<file path="config.mk">
export PLATFORM = sky130hd
export DESIGN_NAME = terminal_line_editor_core
export DESIGN_NICKNAME = d
export VERILOG_FILES = /design/src/hw/rtl/tle_pkg.sv /design/src/hw/rtl/tle_ram.sv /design/src/hw/rtl/tle_queue.sv /design/src/hw/rtl/tle_front.sv /design/src/hw/rtl/tle_back.sv /design/src/hw/rtl/terminal_line_editor_core.sv
export SDC_FILE = /design/constraint.sdc
export NUM_CORES = 1
export LEC_CHECK = 0
export BUFFER_PORTS_ARGS = -buffer_cell sky130_fd_sc_hd__buf_2
export CAP_MARGIN = 15
export CORE_MARGIN = 1
export CORE_UTILIZATION = 55
export DETAILED_ROUTE_END_ITERATION = 12
export PLACE_DENSITY_LB_ADDON = 0.08
export SYNTH_ARGS = -nofsm -noshare
export SYNTH_HDL_FRONTEND = slang
export SYNTH_HIERARCHICAL = 1
export SYNTH_SLANG_ARGS = --single-unit
</file>
<file path="constraint.sdc">
create_clock -name clk -period 4.2 [get_ports clk]
set_clock_uncertainty 0.05 [all_clocks]
set_input_delay 0.63 -clock clk [delete_from_list [all_inputs] [get_ports clk]]
set_output_delay 0.63 -clock clk [all_outputs]
set_load 0.01 [all_outputs]
</file>
<file path="src/hw/rtl/tle_pkg.sv">
// Shared types, constants and sizes for the terminal line editor.
package tle_pkg;

  localparam int LINE_MAX = 32;
  localparam int ADDR_W   = $clog2(LINE_MAX);
  localparam int LEN_W    = $clog2(LINE_MAX + 1);
  localparam int Q_DEPTH  = 4;
  localparam int Q_PTR_W  = $clog2(Q_DEPTH);
  localparam int Q_CNT_W  = $clog2(Q_DEPTH + 1);

  localparam logic [1:0] KIND_TERM  = 2'd0;
  localparam logic [1:0] KIND_LINE  = 2'd1;
  localparam logic [1:0] KIND_END   = 2'd2;
  localparam logic [1:0] KIND_BREAK = 2'd3;

  localparam logic [1:0] ECHO_NONE  = 2'd0;
  localparam logic [1:0] ECHO_TYPED = 2'd1;

  localparam logic REG_ECHO_MODE = 1'b0;
  localparam logic REG_MASK_CHAR = 1'b1;

  localparam logic [1:0] ECHO_MODE_RST = 2'd0;
  localparam logic [7:0] MASK_CHAR_RST = 8'd42;

  localparam logic [7:0] CH_ETX      = 8'h03;
  localparam logic [7:0] CH_BS       = 8'h08;
  localparam logic [7:0] CH_LF       = 8'h0A;
  localparam logic [7:0] CH_CR       = 8'h0D;
  localparam logic [7:0] CH_ESC      = 8'h1B;
  localparam logic [7:0] CH_SPACE    = 8'h20;
  localparam logic [7:0] CH_C        = 8'h43;
  localparam logic [7:0] CH_D        = 8'h44;
  localparam logic [7:0] CH_LBRACKET = 8'h5B;

  typedef enum logic [1:0] {
    ESC_IDLE,
    ESC_SEEN,
    ESC_BRACKET
  } esc_t;

  typedef enum logic [2:0] {
    OP_ECHO,
    OP_BS2,
    OP_BS3,
    OP_ARROW,
    OP_BREAK,
    OP_LINE
  } op_t;

  typedef struct packed {
    op_t              op;
    logic [7:0]       data;
    logic [LEN_W-1:0] len;
  } cmd_t;

endpackage

</file>
<file path="src/hw/rtl/tle_ram.sv">
// Generic single-write, single-read RAM with registered read data.
module tle_ram #(
  parameter int WIDTH = 8,
  parameter int DEPTH = 32
) (
  input  logic                     clk,
  input  logic                     we,
  input  logic [$clog2(DEPTH)-1:0] waddr,
  input  logic [WIDTH-1:0]         wdata,
  input  logic                     re,
  input  logic [$clog2(DEPTH)-1:0] raddr,
  output logic [WIDTH-1:0]         rdata
);

  logic [WIDTH-1:0] mem_r [DEPTH];
  logic [WIDTH-1:0] rdata_r;

  always_ff @(posedge clk) begin
    if (we) begin
      mem_r[waddr] <= wdata;
    end
    if (re) begin
      rdata_r <= mem_r[raddr];
    end
  end

  assign rdata = rdata_r;

endmodule

</file>
<file path="src/hw/rtl/tle_queue.sv">
// Small command queue between the byte decoder and the output sequencer.
module tle_queue (
  input  logic          clk,
  input  logic          rst_n,
  input  logic          push,
  input  tle_pkg::cmd_t push_cmd,
  output logic          full,
  output logic          head_valid,
  output tle_pkg::cmd_t head_cmd,
  input  logic          pop
);
  import tle_pkg::*;

  cmd_t               slot_r [Q_DEPTH];
  logic [Q_PTR_W-1:0] wr_ptr_r, wr_ptr_nxt;
  logic [Q_PTR_W-1:0] rd_ptr_r, rd_ptr_nxt;
  logic [Q_CNT_W-1:0] count_r, count_nxt;
  logic               do_push, do_pop;

  assign full       = (count_r == Q_CNT_W'(Q_DEPTH));
  assign head_valid = (count_r != '0);
  assign head_cmd   = slot_r[rd_ptr_r];
  assign do_push    = push && !full;
  assign do_pop     = pop && head_valid;

  always_comb begin
    wr_ptr_nxt = wr_ptr_r;
    rd_ptr_nxt = rd_ptr_r;
    count_nxt  = count_r;
    if (do_push) begin
      wr_ptr_nxt = (wr_ptr_r == Q_PTR_W'(Q_DEPTH - 1)) ? '0 : wr_ptr_r + Q_PTR_W'(1);
    end
    if (do_pop) begin
      rd_ptr_nxt = (rd_ptr_r == Q_PTR_W'(Q_DEPTH - 1)) ? '0 : rd_ptr_r + Q_PTR_W'(1);
    end
    if (do_push && !do_pop) begin
      count_nxt = count_r + Q_CNT_W'(1);
    end else if (do_pop && !do_push) begin
      count_nxt = count_r - Q_CNT_W'(1);
    end
  end

  always_ff @(posedge clk) begin
    if (!rst_n) begin
      wr_ptr_r <= '0;
      rd_ptr_r <= '0;
      count_r  <= '0;
    end else begin
      wr_ptr_r <= wr_ptr_nxt;
      rd_ptr_r <= rd_ptr_nxt;
      count_r  <= count_nxt;
    end
  end

  always_ff @(posedge clk) begin
    if (do_push) begin
      slot_r[wr_ptr_r] <= push_cmd;
    end
  end

endmodule

</file>
<file path="src/hw/rtl/tle_front.sv">
// Byte decoder: tracks line, cursor and escape state and issues output commands.
module tle_front (
  input  logic                       clk,
  input  logic                       rst_n,
  input  logic                       in_valid,
  output logic                       in_stall,
  input  logic [7:0]                 in_rx_byte,
  input  logic [1:0]                 echo_mode,
  input  logic [7:0]                 mask_char,
  input  logic                       q_full,
  output logic                       q_push,
  output tle_pkg::cmd_t              q_cmd,
  input  logic                       dump_done,
  output logic                       ram_we,
  output logic [tle_pkg::ADDR_W-1:0] ram_waddr,
  output logic [7:0]                 ram_wdata
);
  import tle_pkg::*;

  esc_t             phase_r, phase_nxt;
  logic [LEN_W-1:0] len_r, len_nxt;
  logic [LEN_W-1:0] cur_r, cur_nxt;
  logic             cur_valid_r, cur_valid_nxt;
  logic             dump_busy_r, dump_busy_nxt;
  logic             accept;
  logic [LEN_W-1:0] cp;
  logic [7:0]       echo_data;
  logic             echo_en;
  logic [7:0]       b;

  assign b         = in_rx_byte;
  assign in_stall  = q_full || dump_busy_r;
  assign accept    = in_valid && !in_stall;
  assign cp        = cur_valid_r ? cur_r : len_r;
  assign echo_en   = (echo_mode != ECHO_NONE);
  assign echo_data = (echo_mode == ECHO_TYPED) ? b : mask_char;
  assign ram_wdata = b;

  always_comb begin
    phase_nxt     = phase_r;
    len_nxt       = len_r;
    cur_nxt       = cur_r;
    cur_valid_nxt = cur_valid_r;
    dump_busy_nxt = dump_busy_r && !dump_done;
    q_push        = 1'b0;
    q_cmd.op      = OP_ECHO;
    q_cmd.data    = echo_data;
    q_cmd.len     = len_r;
    ram_we        = 1'b0;
    ram_waddr     = cur_r[ADDR_W-1:0];
    if (accept) begin
      unique case (phase_r)
        ESC_SEEN: begin
          phase_nxt = (b == CH_LBRACKET) ? ESC_BRACKET : ESC_IDLE;
        end
        ESC_BRACKET: begin
          phase_nxt = ESC_IDLE;
          if ((b == CH_D || b == CH_C) && len_r != '0) begin
            cur_valid_nxt = 1'b1;
            cur_nxt       = cp;
            q_cmd.op      = OP_ARROW;
            q_cmd.data    = b;
            if (b == CH_D && cp != '0) begin
              cur_nxt = cp - LEN_W'(1);
              q_push  = 1'b1;
            end else if (b == CH_C && cp < len_r) begin
              cur_nxt = cp + LEN_W'(1);
              q_push  = 1'b1;
            end
          end
        end
        ESC_IDLE: begin
          unique case (b)
            CH_BS: begin
              cur_valid_nxt = 1'b1;
              q_push        = 1'b1;
              if (cp != '0) begin
                cur_nxt  = cp - LEN_W'(1);
                len_nxt  = cp - LEN_W'(1);
                q_cmd.op = (echo_mode == ECHO_NONE) ? OP_BS2 : OP_BS3;
              end else begin
                cur_nxt    = cp;
                q_cmd.op   = OP_ARROW;
                q_cmd.data = CH_C;
              end
            end
            CH_ETX: begin
              q_push        = 1'b1;
              q_cmd.op      = OP_BREAK;
              len_nxt       = '0;
              cur_nxt       = '0;
              cur_valid_nxt = 1'b0;
            end
            CH_LF: begin
              q_push        = 1'b1;
              q_cmd.op      = OP_LINE;
              dump_busy_nxt = 1'b1;
              len_nxt       = '0;
              cur_nxt       = '0;
              cur_valid_nxt = 1'b0;
            end
            CH_CR: begin
            end
            CH_ESC: begin
              phase_nxt = ESC_SEEN;
              q_push    = echo_en;
            end
            default: begin
              if (cur_valid_r && cur_r < len_r) begin
                // Overwrite in place at the cursor.
                ram_we  = 1'b1;
                cur_nxt = cur_r + LEN_W'(1);
                q_push  = echo_en;
              end else if (len_r < LEN_W'(LINE_MAX)) begin
                ram_we        = 1'b1;
                ram_waddr     = len_r[ADDR_W-1:0];
                len_nxt       = len_r + LEN_W'(1);
                cur_nxt       = len_r + LEN_W'(1);
                cur_valid_nxt = 1'b1;
                q_push        = echo_en;
              end
            end
          endcase
        end
        default: begin
          phase_nxt = ESC_IDLE;
        end
      endcase
    end
  end

  always_ff @(posedge clk) begin
    if (!rst_n) begin
      phase_r     <= ESC_IDLE;
      len_r       <= '0;
      cur_r       <= '0;
      cur_valid_r <= 1'b0;
      dump_busy_r <= 1'b0;
    end else begin
      phase_r     <= phase_nxt;
      len_r       <= len_nxt;
      cur_r       <= cur_nxt;
      cur_valid_r <= cur_valid_nxt;
      dump_busy_r <= dump_busy_nxt;
    end
  end

endmodule

</file>
<file path="src/hw/rtl/tle_back.sv">
// Output sequencer: expands queued commands into result words, one per cycle while out_stall is low.
module tle_back (
  input  logic                       clk,
  input  logic                       rst_n,
  input  logic                       q_valid,
  input  tle_pkg::cmd_t              q_cmd,
  output logic                       q_pop,
  output logic                       dump_done,
  output logic                       ram_re,
  output logic [tle_pkg::ADDR_W-1:0] ram_raddr,
  input  logic [7:0]                 ram_rdata,
  output logic                       out_valid,
  input  logic                       out_stall,
  output logic [1:0]                 out_kind,
  output logic [7:0]                 out_data,
  output logic                       out_last
);
  import tle_pkg::*;

  logic [LEN_W-1:0] idx_r, idx_nxt;
  logic             s1_valid_r, s1_valid_nxt;
  logic [1:0]       s1_kind_r;
  logic [7:0]       s1_data_r;
  logic             s1_last_r;
  logic             s1_ram_r;
  logic             o_valid_r, o_valid_nxt;
  logic [1:0]       o_kind_r;
  logic [7:0]       o_data_r;
  logic             o_last_r;
  logic             out_load, s1_go, issue;
  logic [1:0]       w_kind;
  logic [7:0]       w_data;
  logic             w_last;
  logic             w_ram;

  // Word at position idx_r of the command at the queue head.
  always_comb begin
    w_kind = KIND_TERM;
    w_data = q_cmd.data;
    w_last = 1'b0;
    w_ram  = 1'b0;
    unique case (q_cmd.op)
      OP_ECHO: begin
        w_last = 1'b1;
      end
      OP_BS2: begin
        w_data = (idx_r == '0) ? CH_SPACE : CH_BS;
        w_last = (idx_r != '0);
      end
      OP_BS3: begin
        w_data = (idx_r == LEN_W'(1)) ? CH_SPACE : CH_BS;
        w_last = (idx_r == LEN_W'(2));
      end
      OP_ARROW: begin
        if (idx_r == '0) begin
          w_data = CH_ESC;
        end else if (idx_r == LEN_W'(1)) begin
          w_data = CH_LBRACKET;
        end
        w_last = (idx_r == LEN_W'(2));
      end
      OP_BREAK: begin
        w_kind = KIND_BREAK;
        w_data = '0;
        w_last = 1'b1;
      end
      OP_LINE: begin
        if (idx_r < q_cmd.len) begin
          w_kind = KIND_LINE;
          w_ram  = 1'b1;
        end else begin
          w_kind = KIND_END;
          w_data = '0;
          w_last = 1'b1;
        end
      end
      default: begin
        w_last = 1'b1;
      end
    endcase
  end

  assign out_load  = !o_valid_r || !out_stall;
  assign s1_go     = !s1_valid_r || out_load;
  assign issue     = s1_go && q_valid;
  assign q_pop     = issue && w_last;
  assign dump_done = issue && w_last && (q_cmd.op == OP_LINE);
  assign ram_re    = issue && w_ram;
  assign ram_raddr = idx_r[ADDR_W-1:0];

  assign out_valid = o_valid_r;
  assign out_kind  = o_kind_r;
  assign out_data  = o_data_r;
  assign out_last  = o_last_r;

  always_comb begin
    idx_nxt      = idx_r;
    s1_valid_nxt = s1_valid_r;
    o_valid_nxt  = o_valid_r;
    if (issue) begin
      idx_nxt = w_last ? '0 : idx_r + LEN_W'(1);
    end
    if (s1_go) begin
      s1_valid_nxt = issue;
    end
    if (out_load) begin
      o_valid_nxt = s1_valid_r;
    end
  end

  always_ff @(posedge clk) begin
    if (!rst_n) begin
      idx_r      <= '0;
      s1_valid_r <= 1'b0;
      o_valid_r  <= 1'b0;
    end else begin
      idx_r      <= idx_nxt;
      s1_valid_r <= s1_valid_nxt;
      o_valid_r  <= o_valid_nxt;
    end
  end

  always_ff @(posedge clk) begin
    if (issue) begin
      s1_kind_r <= w_kind;
      s1_data_r <= w_data;
      s1_last_r <= w_last;
      s1_ram_r  <= w_ram;
    end
    if (out_load && s1_valid_r) begin
      o_kind_r <= s1_kind_r;
      o_data_r <= s1_ram_r ? ram_rdata : s1_data_r;
      o_last_r <= s1_last_r;
    end
  end

endmodule

</file>
<file path="src/hw/rtl/terminal_line_editor_core.sv">
// Top level of the terminal line editor: config registers, decoder, queue, sequencer.
// The first result word of a byte is registered in a queue slot, then in s1, then in the output register.
// Throughput: one byte per cycle while the four-entry command queue has room and no line feed is pending;
// results leave at one word per cycle while out_stall is low; a multi-word echo holds the queue head.
// A line feed blocks input until its end marker has been issued from the queue head.
// Reset clears line, cursor, escape state and queue, and restores echo_mode 0, mask 42.
module terminal_line_editor_core (
  input  logic        clk,
  input  logic        rst_n,
  input  logic        in_valid,
  output logic        in_stall,
  input  logic [7:0]  in_rx_byte,
  output logic        out_valid,
  input  logic        out_stall,
  output logic [1:0]  out_kind,
  output logic [7:0]  out_data,
  output logic        out_last,
  input  logic        psel,
  input  logic        penable,
  input  logic        pwrite,
  input  logic [2:0]  paddr,
  input  logic [31:0] pwdata,
  output logic [31:0] prdata,
  output logic        pready
);
  import tle_pkg::*;

  logic [1:0]        echo_mode_r;
  logic [7:0]        mask_char_r;
  logic              cfg_write;
  logic              q_full, q_push, q_valid, q_pop;
  cmd_t              q_push_cmd, q_head_cmd;
  logic              dump_done;
  logic              ram_we, ram_re;
  logic [ADDR_W-1:0] ram_waddr, ram_raddr;
  logic [7:0]        ram_wdata, ram_rdata;

  assign pready    = 1'b1;
  assign cfg_write = psel && penable && pwrite;
  assign prdata    = (paddr[2] == REG_MASK_CHAR) ? {24'd0, mask_char_r} : {30'd0, echo_mode_r};

  always_ff @(posedge clk) begin
    if (!rst_n) begin
      echo_mode_r <= ECHO_MODE_RST;
      mask_char_r <= MASK_CHAR_RST;
    end else if (cfg_write) begin
      if (paddr[2] == REG_ECHO_MODE) begin
        echo_mode_r <= pwdata[1:0];
      end else begin
        mask_char_r <= pwdata[7:0];
      end
    end
  end

  tle_front u_front (
    .clk       (clk),
    .rst_n     (rst_n),
    .in_valid  (in_valid),
    .in_stall  (in_stall),
    .in_rx_byte(in_rx_byte),
    .echo_mode (echo_mode_r),
    .mask_char (mask_char_r),
    .q_full    (q_full),
    .q_push    (q_push),
    .q_cmd     (q_push_cmd),
    .dump_done (dump_done),
    .ram_we    (ram_we),
    .ram_waddr (ram_waddr),
    .ram_wdata (ram_wdata)
  );

  tle_queue u_queue (
    .clk       (clk),
    .rst_n     (rst_n),
    .push      (q_push),
    .push_cmd  (q_push_cmd),
    .full      (q_full),
    .head_valid(q_valid),
    .head_cmd  (q_head_cmd),
    .pop       (q_pop)
  );

  tle_ram #(
    .WIDTH(8),
    .DEPTH(LINE_MAX)
  ) u_line_ram (
    .clk  (clk),
    .we   (ram_we),
    .waddr(ram_waddr),
    .wdata(ram_wdata),
    .re   (ram_re),
    .raddr(ram_raddr),
    .rdata(ram_rdata)
  );

  tle_back u_back (
    .clk      (clk),
    .rst_n    (rst_n),
    .q_valid  (q_valid),
    .q_cmd    (q_head_cmd),
    .q_pop    (q_pop),
    .dump_done(dump_done),
    .ram_re   (ram_re),
    .ram_raddr(ram_raddr),
    .ram_rdata(ram_rdata),
    .out_valid(out_valid),
    .out_stall(out_stall),
    .out_kind (out_kind),
    .out_data (out_data),
    .out_last (out_last)
  );

endmodule
</file>
==> results.py <==
metrics = {
    "outcome": {
        "status": "complete, no violations",
    },
    "critical_path": {
        "cpMaxStageDelayCell": "mux4_2",
        "crit_arrival_ps": 4400,
        "required_ps": 4600,
        "crit_type": "flip-flop to flip-flop",
        "cpMostUsedCell": "inv_1",
        "cp_cell_sequence": "buf_12 > mux4_2 > inv_1 > ha_1 > a21oi_1 > o2111ai_1 > o21ba_2 > nor2_4 > and2_2 > o31ai_2 > ha_2 > inv_1 > fa_1 > xor2_1 > or3_1 > a21boi_1",
        "reg2reg_slack_ps": 200,
        "crit_fanout": 17,
        "cp-start-kind": "flip-flop",
        "endpoint_kind": "flip-flop",
        "slowest_delay_ps": 510,
        "cp_top_family": "compound AO/OA/AOI/OAI gates",
        "worst-path-buf-inv": 3,
    },
    "logic_synthesis": {
        "synth_compound_area_share_pct": 5.010,
        "syn-cell-area_sq_um": 17810,
        "synth-simple-area-share_pct": 7.764,
        "synth.avg_cell_area_sq_um": 16.13,
        "synthAdderAreaFrac_pct": 2.291,
        "muxShareOfSynthArea_pct": 15.23,
        "synthArstFlopShare_pct": 0,
        "synthXorXnorAreaFrac_pct": 0.8853,
        "ys_warn_count": 6,
        "ys_types": 90,
        "postSynthCellCount": 1104,
        "synth_edf_count": 355,
        "synth_top_family_by_area": "multiplexers",
        "synth-main-ff-cell": "edfxtp_1",
        "seq_area_frac_synth_pct": 64.70,
        "ys_seq_elements": 398,
    },
    "sta": {
        "setup_viol": 0,
        "clock.fmax_ghz": 0.2500,
        "post-route-period-util_pct": 95.26,
        "fin_crit_ps": 4001,
        "setup_tns_ps": 0,
        "slew_headroom_pct": 32.45,
        "worst_pin_slew_ps": 1013,
        "fin_ws_ps": 199.2,
        "holdWs_ps": 289.3,
        "rsz0062_at_grt": "no",
        "final_hold_viol_count": 0,
        "drv_slew": 0,
    },
    "min_path": {
        "hold_path_class": "input port to flip-flop",
    },
    "grt": {
        "grt_first_pass_wirelength_mm": 58.34,
        "track_usage_pct": 23.76,
        "first_global_vias": 9809,
        "grt_max_degree": 71,
        "antenna_found_initial": 0,
        "grt_overflow": 0,
    },
    "clocking": {
        "cts_hold_buffers": 0,
        "cts_root_buf": "clkbuf_16",
        "cts_tree": "yes",
        "path_clk_slew_ps": 60,
        "clk_latency_ps": 540,
        "htreeDepth": 2,
        "cts_buffer_depth": 3,
        "numCtsBuffers": 41,
        "clock_sinks": 398,
    },
    "routing": {
        "avgRoutedWirePerCell_um": 23.17,
        "met1_length_mm": 16.75,
        "remaining_drc_errors": 0,
        "met2WireLength_mm": 17.92,
        "drt_iter0_drc": 807,
        "met3_wirelength_mm": 2.429,
        "antenna_left": 0,
        "wl_mm": 37.99,
        "top_layer": "met4",
        "vias": 9904,
        "routed_via_density": 6.039,
        "first_pass_iters": 5,
    },
    "cells_and_area": {
        "final_nets": 1289,
        "num_antenna_cells": 0,
        "fill_cells": 2346,
        "drive_above_1_share_pct": 27.71,
        "syn2layout_area_growth_pct": 11.90,
    },
    "power_and_ir_drop": {
        "pwr_density_cell_nw_per_um2": 457.7,
        "ir_drop_v": 0.0003210,
        "p_leak_nw": 6.776,
        "totalPowerFinal_mw": 9.121,
    },
    "placement": {
        "post-place-ws_ps": 39.24,
        "dp_hpwl_mm": 25.22,
        "port_buffers": 44,
        "place_congestion": 0.9248,
    },
    "floorplan": {
        "initial_utilization_pct": 56.14,
        "dieArea_sq_um": 33100,
        "num_rows": 65,
        "coreArea_sq_um": 31720,
        "die_h_um": 181.9,
        "die_x_um": 181.9,
        "ioPinCount": 96,
    },
    "run": {
        "maxCapViolations": 0,
    },
}
-- area by class of cell --
| type | count | area, sq um | area share, % |
|---|---|---|---|
| clock inverter | 26 | 163.9 | 0.8226 |
| multi-input combinational | 609 | 5662 | 28.41 |
| tap | 402 | 503.0 | 2.524 |
| inverter | 28 | 105.1 | 0.5274 |
| clock buffer | 48 | 1092 | 5.482 |
| sequential | 398 | 11530 | 57.86 |
| timing repair buffer | 129 | 870.8 | 4.370 |
-- metrics by stage --
step	cell area (sq um)	utilization [%]	instances
floorplan	17890	-	1127
global placement	18650	58.79	1565
detailed placement	18650	58.79	1565
CTS	19900	62.75	1639
global route	19930	62.82	1640
finish	19930	62.82	1640
-- worst register-to-register path, stage by stage (launching register included) --
cell	delay, ps
dfxtp_1	350
buf_12	190
mux4_2	520
inv_1	70
ha_1	250
a21oi_1	190
o2111ai_1	130
o21ba_2	340
nor2_4	110
and2_2	210
o31ai_2	110
ha_2	260
inv_1	50
fa_1	420
xor2_1	170
or3_1	320
a21boi_1	180
-- sequential cells by signal, indices dropped and copies added, names as in the netlist, 2 cells and up, named ones only --
register and flops:
u_line_ram/mem_r 256, u_queue/slot_r 68, mask_char_r 8, u_back/out_data 8, u_back/s1_data_r 8, u_line_ram/rdata 8
u_back/idx_r 6, u_front/cur_r 6, u_front/len_r 6, u_queue/count_r 3, echo_mode_r 2, u_back/out_kind 2
u_back/s1_kind_r 2, u_front/phase_r 2, u_queue/rd_ptr_r 2, u_queue/wr_ptr_r 2
-- final timing paths --
path / startpoint / to / depth (start not counted)
max: flip-flop / u_queue/count_r[2] / 16
min reg2reg: u_back/s1_kind_r[0] / u_back/out_kind[0] / 0
max reg2reg: flip-flop / u_queue/count_r[2] / 16
min: pwdata[2] / mask_char_r[2] / 3
-- synth_stat cells, types with 5 or more instances --
cell | n | area share, %
xnor2_1 | 10 | 0.49
nand2_1 | 49 | 1.0
nor2b_1 | 13 | 0.46
mux4_2 | 90 | 11
and2_2 | 8 | 0.34
nand3_1 | 22 | 0.62
nand4_1 | 6 | 0.21
inv_1 | 27 | 0.57
buf_1 | 5 | 0.11
mux2_2 | 25 | 1.6
nor2_1 | 78 | 1.6
nand3b_1 | 7 | 0.30
a211oi_1 | 10 | 0.42
mux4_1 | 7 | 1.0
buf_2 | 12 | 0.34
a21boi_0 | 7 | 0.30
buf_6 | 6 | 0.38
or3_1 | 5 | 0.18
dfxtp_1 | 43 | 4.8
nand2b_1 | 8 | 0.28
edfxtp_1 | 355 | 60
a21oi_1 | 21 | 0.59
mux2i_1 | 22 | 1.2
buf_4 | 46 | 1.9
ha_1 | 31 | 2.2
and2_1 | 11 | 0.39
nor3_1 | 15 | 0.42
o21ai_0 | 38 | 1.1
clkbuf_1 | 20 | 0.42
xor2_1 | 8 | 0.39
-- power by group --
| part | internal [mW] | switching [mW] |
|---|---|---|
| combinational | 0.487 | 0.746 |
| clock | 1.92 | 1.46 |
| sequential | 4.45 | 0.0529 |
-- metal layers --
metal  GRT usage (%)  vias to the layer above
li1                -                     4486
met1           34.33                     5040
met2           37.51                      309
met3           3.971                       69
met4           7.025                        0
met5               0                        -
-- timing repair --
action | in CTS | in global routing
endpoints found under the setup margin | 0 | 1
resized for setup | 0 | 9
hold endpoints to repair | 0 | 0
setup buffers | 0 | 1
-- cells in the final DEF (no fill, tap or decap), types with 6 or more instances in the layout --
| cell | synthesis | routed |
|---|---|---|
| buf_2 | 12 | 44 |
| nand2_1 | 49 | 49 |
| nand3_1 | 22 | 22 |
| nor2b_1 | 13 | 13 |
| clkbuf_16 | 0 | 41 |
| nor2_1 | 78 | 78 |
| a211oi_1 | 10 | 10 |
| o21ai_0 | 38 | 35 |
| mux2i_1 | 22 | 22 |
| a21oi_1 | 21 | 21 |
| and2_2 | 8 | 8 |
| xnor2_1 | 10 | 10 |
| a21boi_0 | 7 | 6 |
| nand3b_1 | 7 | 7 |
| mux2_2 | 25 | 25 |
| mux4_2 | 90 | 90 |
| inv_1 | 27 | 27 |
| buf_4 | 46 | 84 |
| xor2_1 | 8 | 8 |
| and2_1 | 11 | 11 |
| nand2b_1 | 8 | 8 |
| nor3_1 | 15 | 15 |
| nand4_1 | 6 | 6 |
| mux4_1 | 7 | 7 |
| dfxtp_1 | 43 | 40 |
| conb_1 | 2 | 25 |
| edfxtp_1 | 355 | 355 |
| ha_1 | 31 | 30 |
| clkinv_1 | 1 | 16 |
-- kinds of logic after synthesis --
logic type,count (synthesis)
multiplexers,144
XOR/XNOR,18
buffers and inverters,120
AO/OA/AOI/OAI,130
other,2
adder cells (fa/ha/maj),32
flip-flops,398
AND/OR/NAND/NOR,260
No activity file was read; power rests on OpenSTA's default activity.
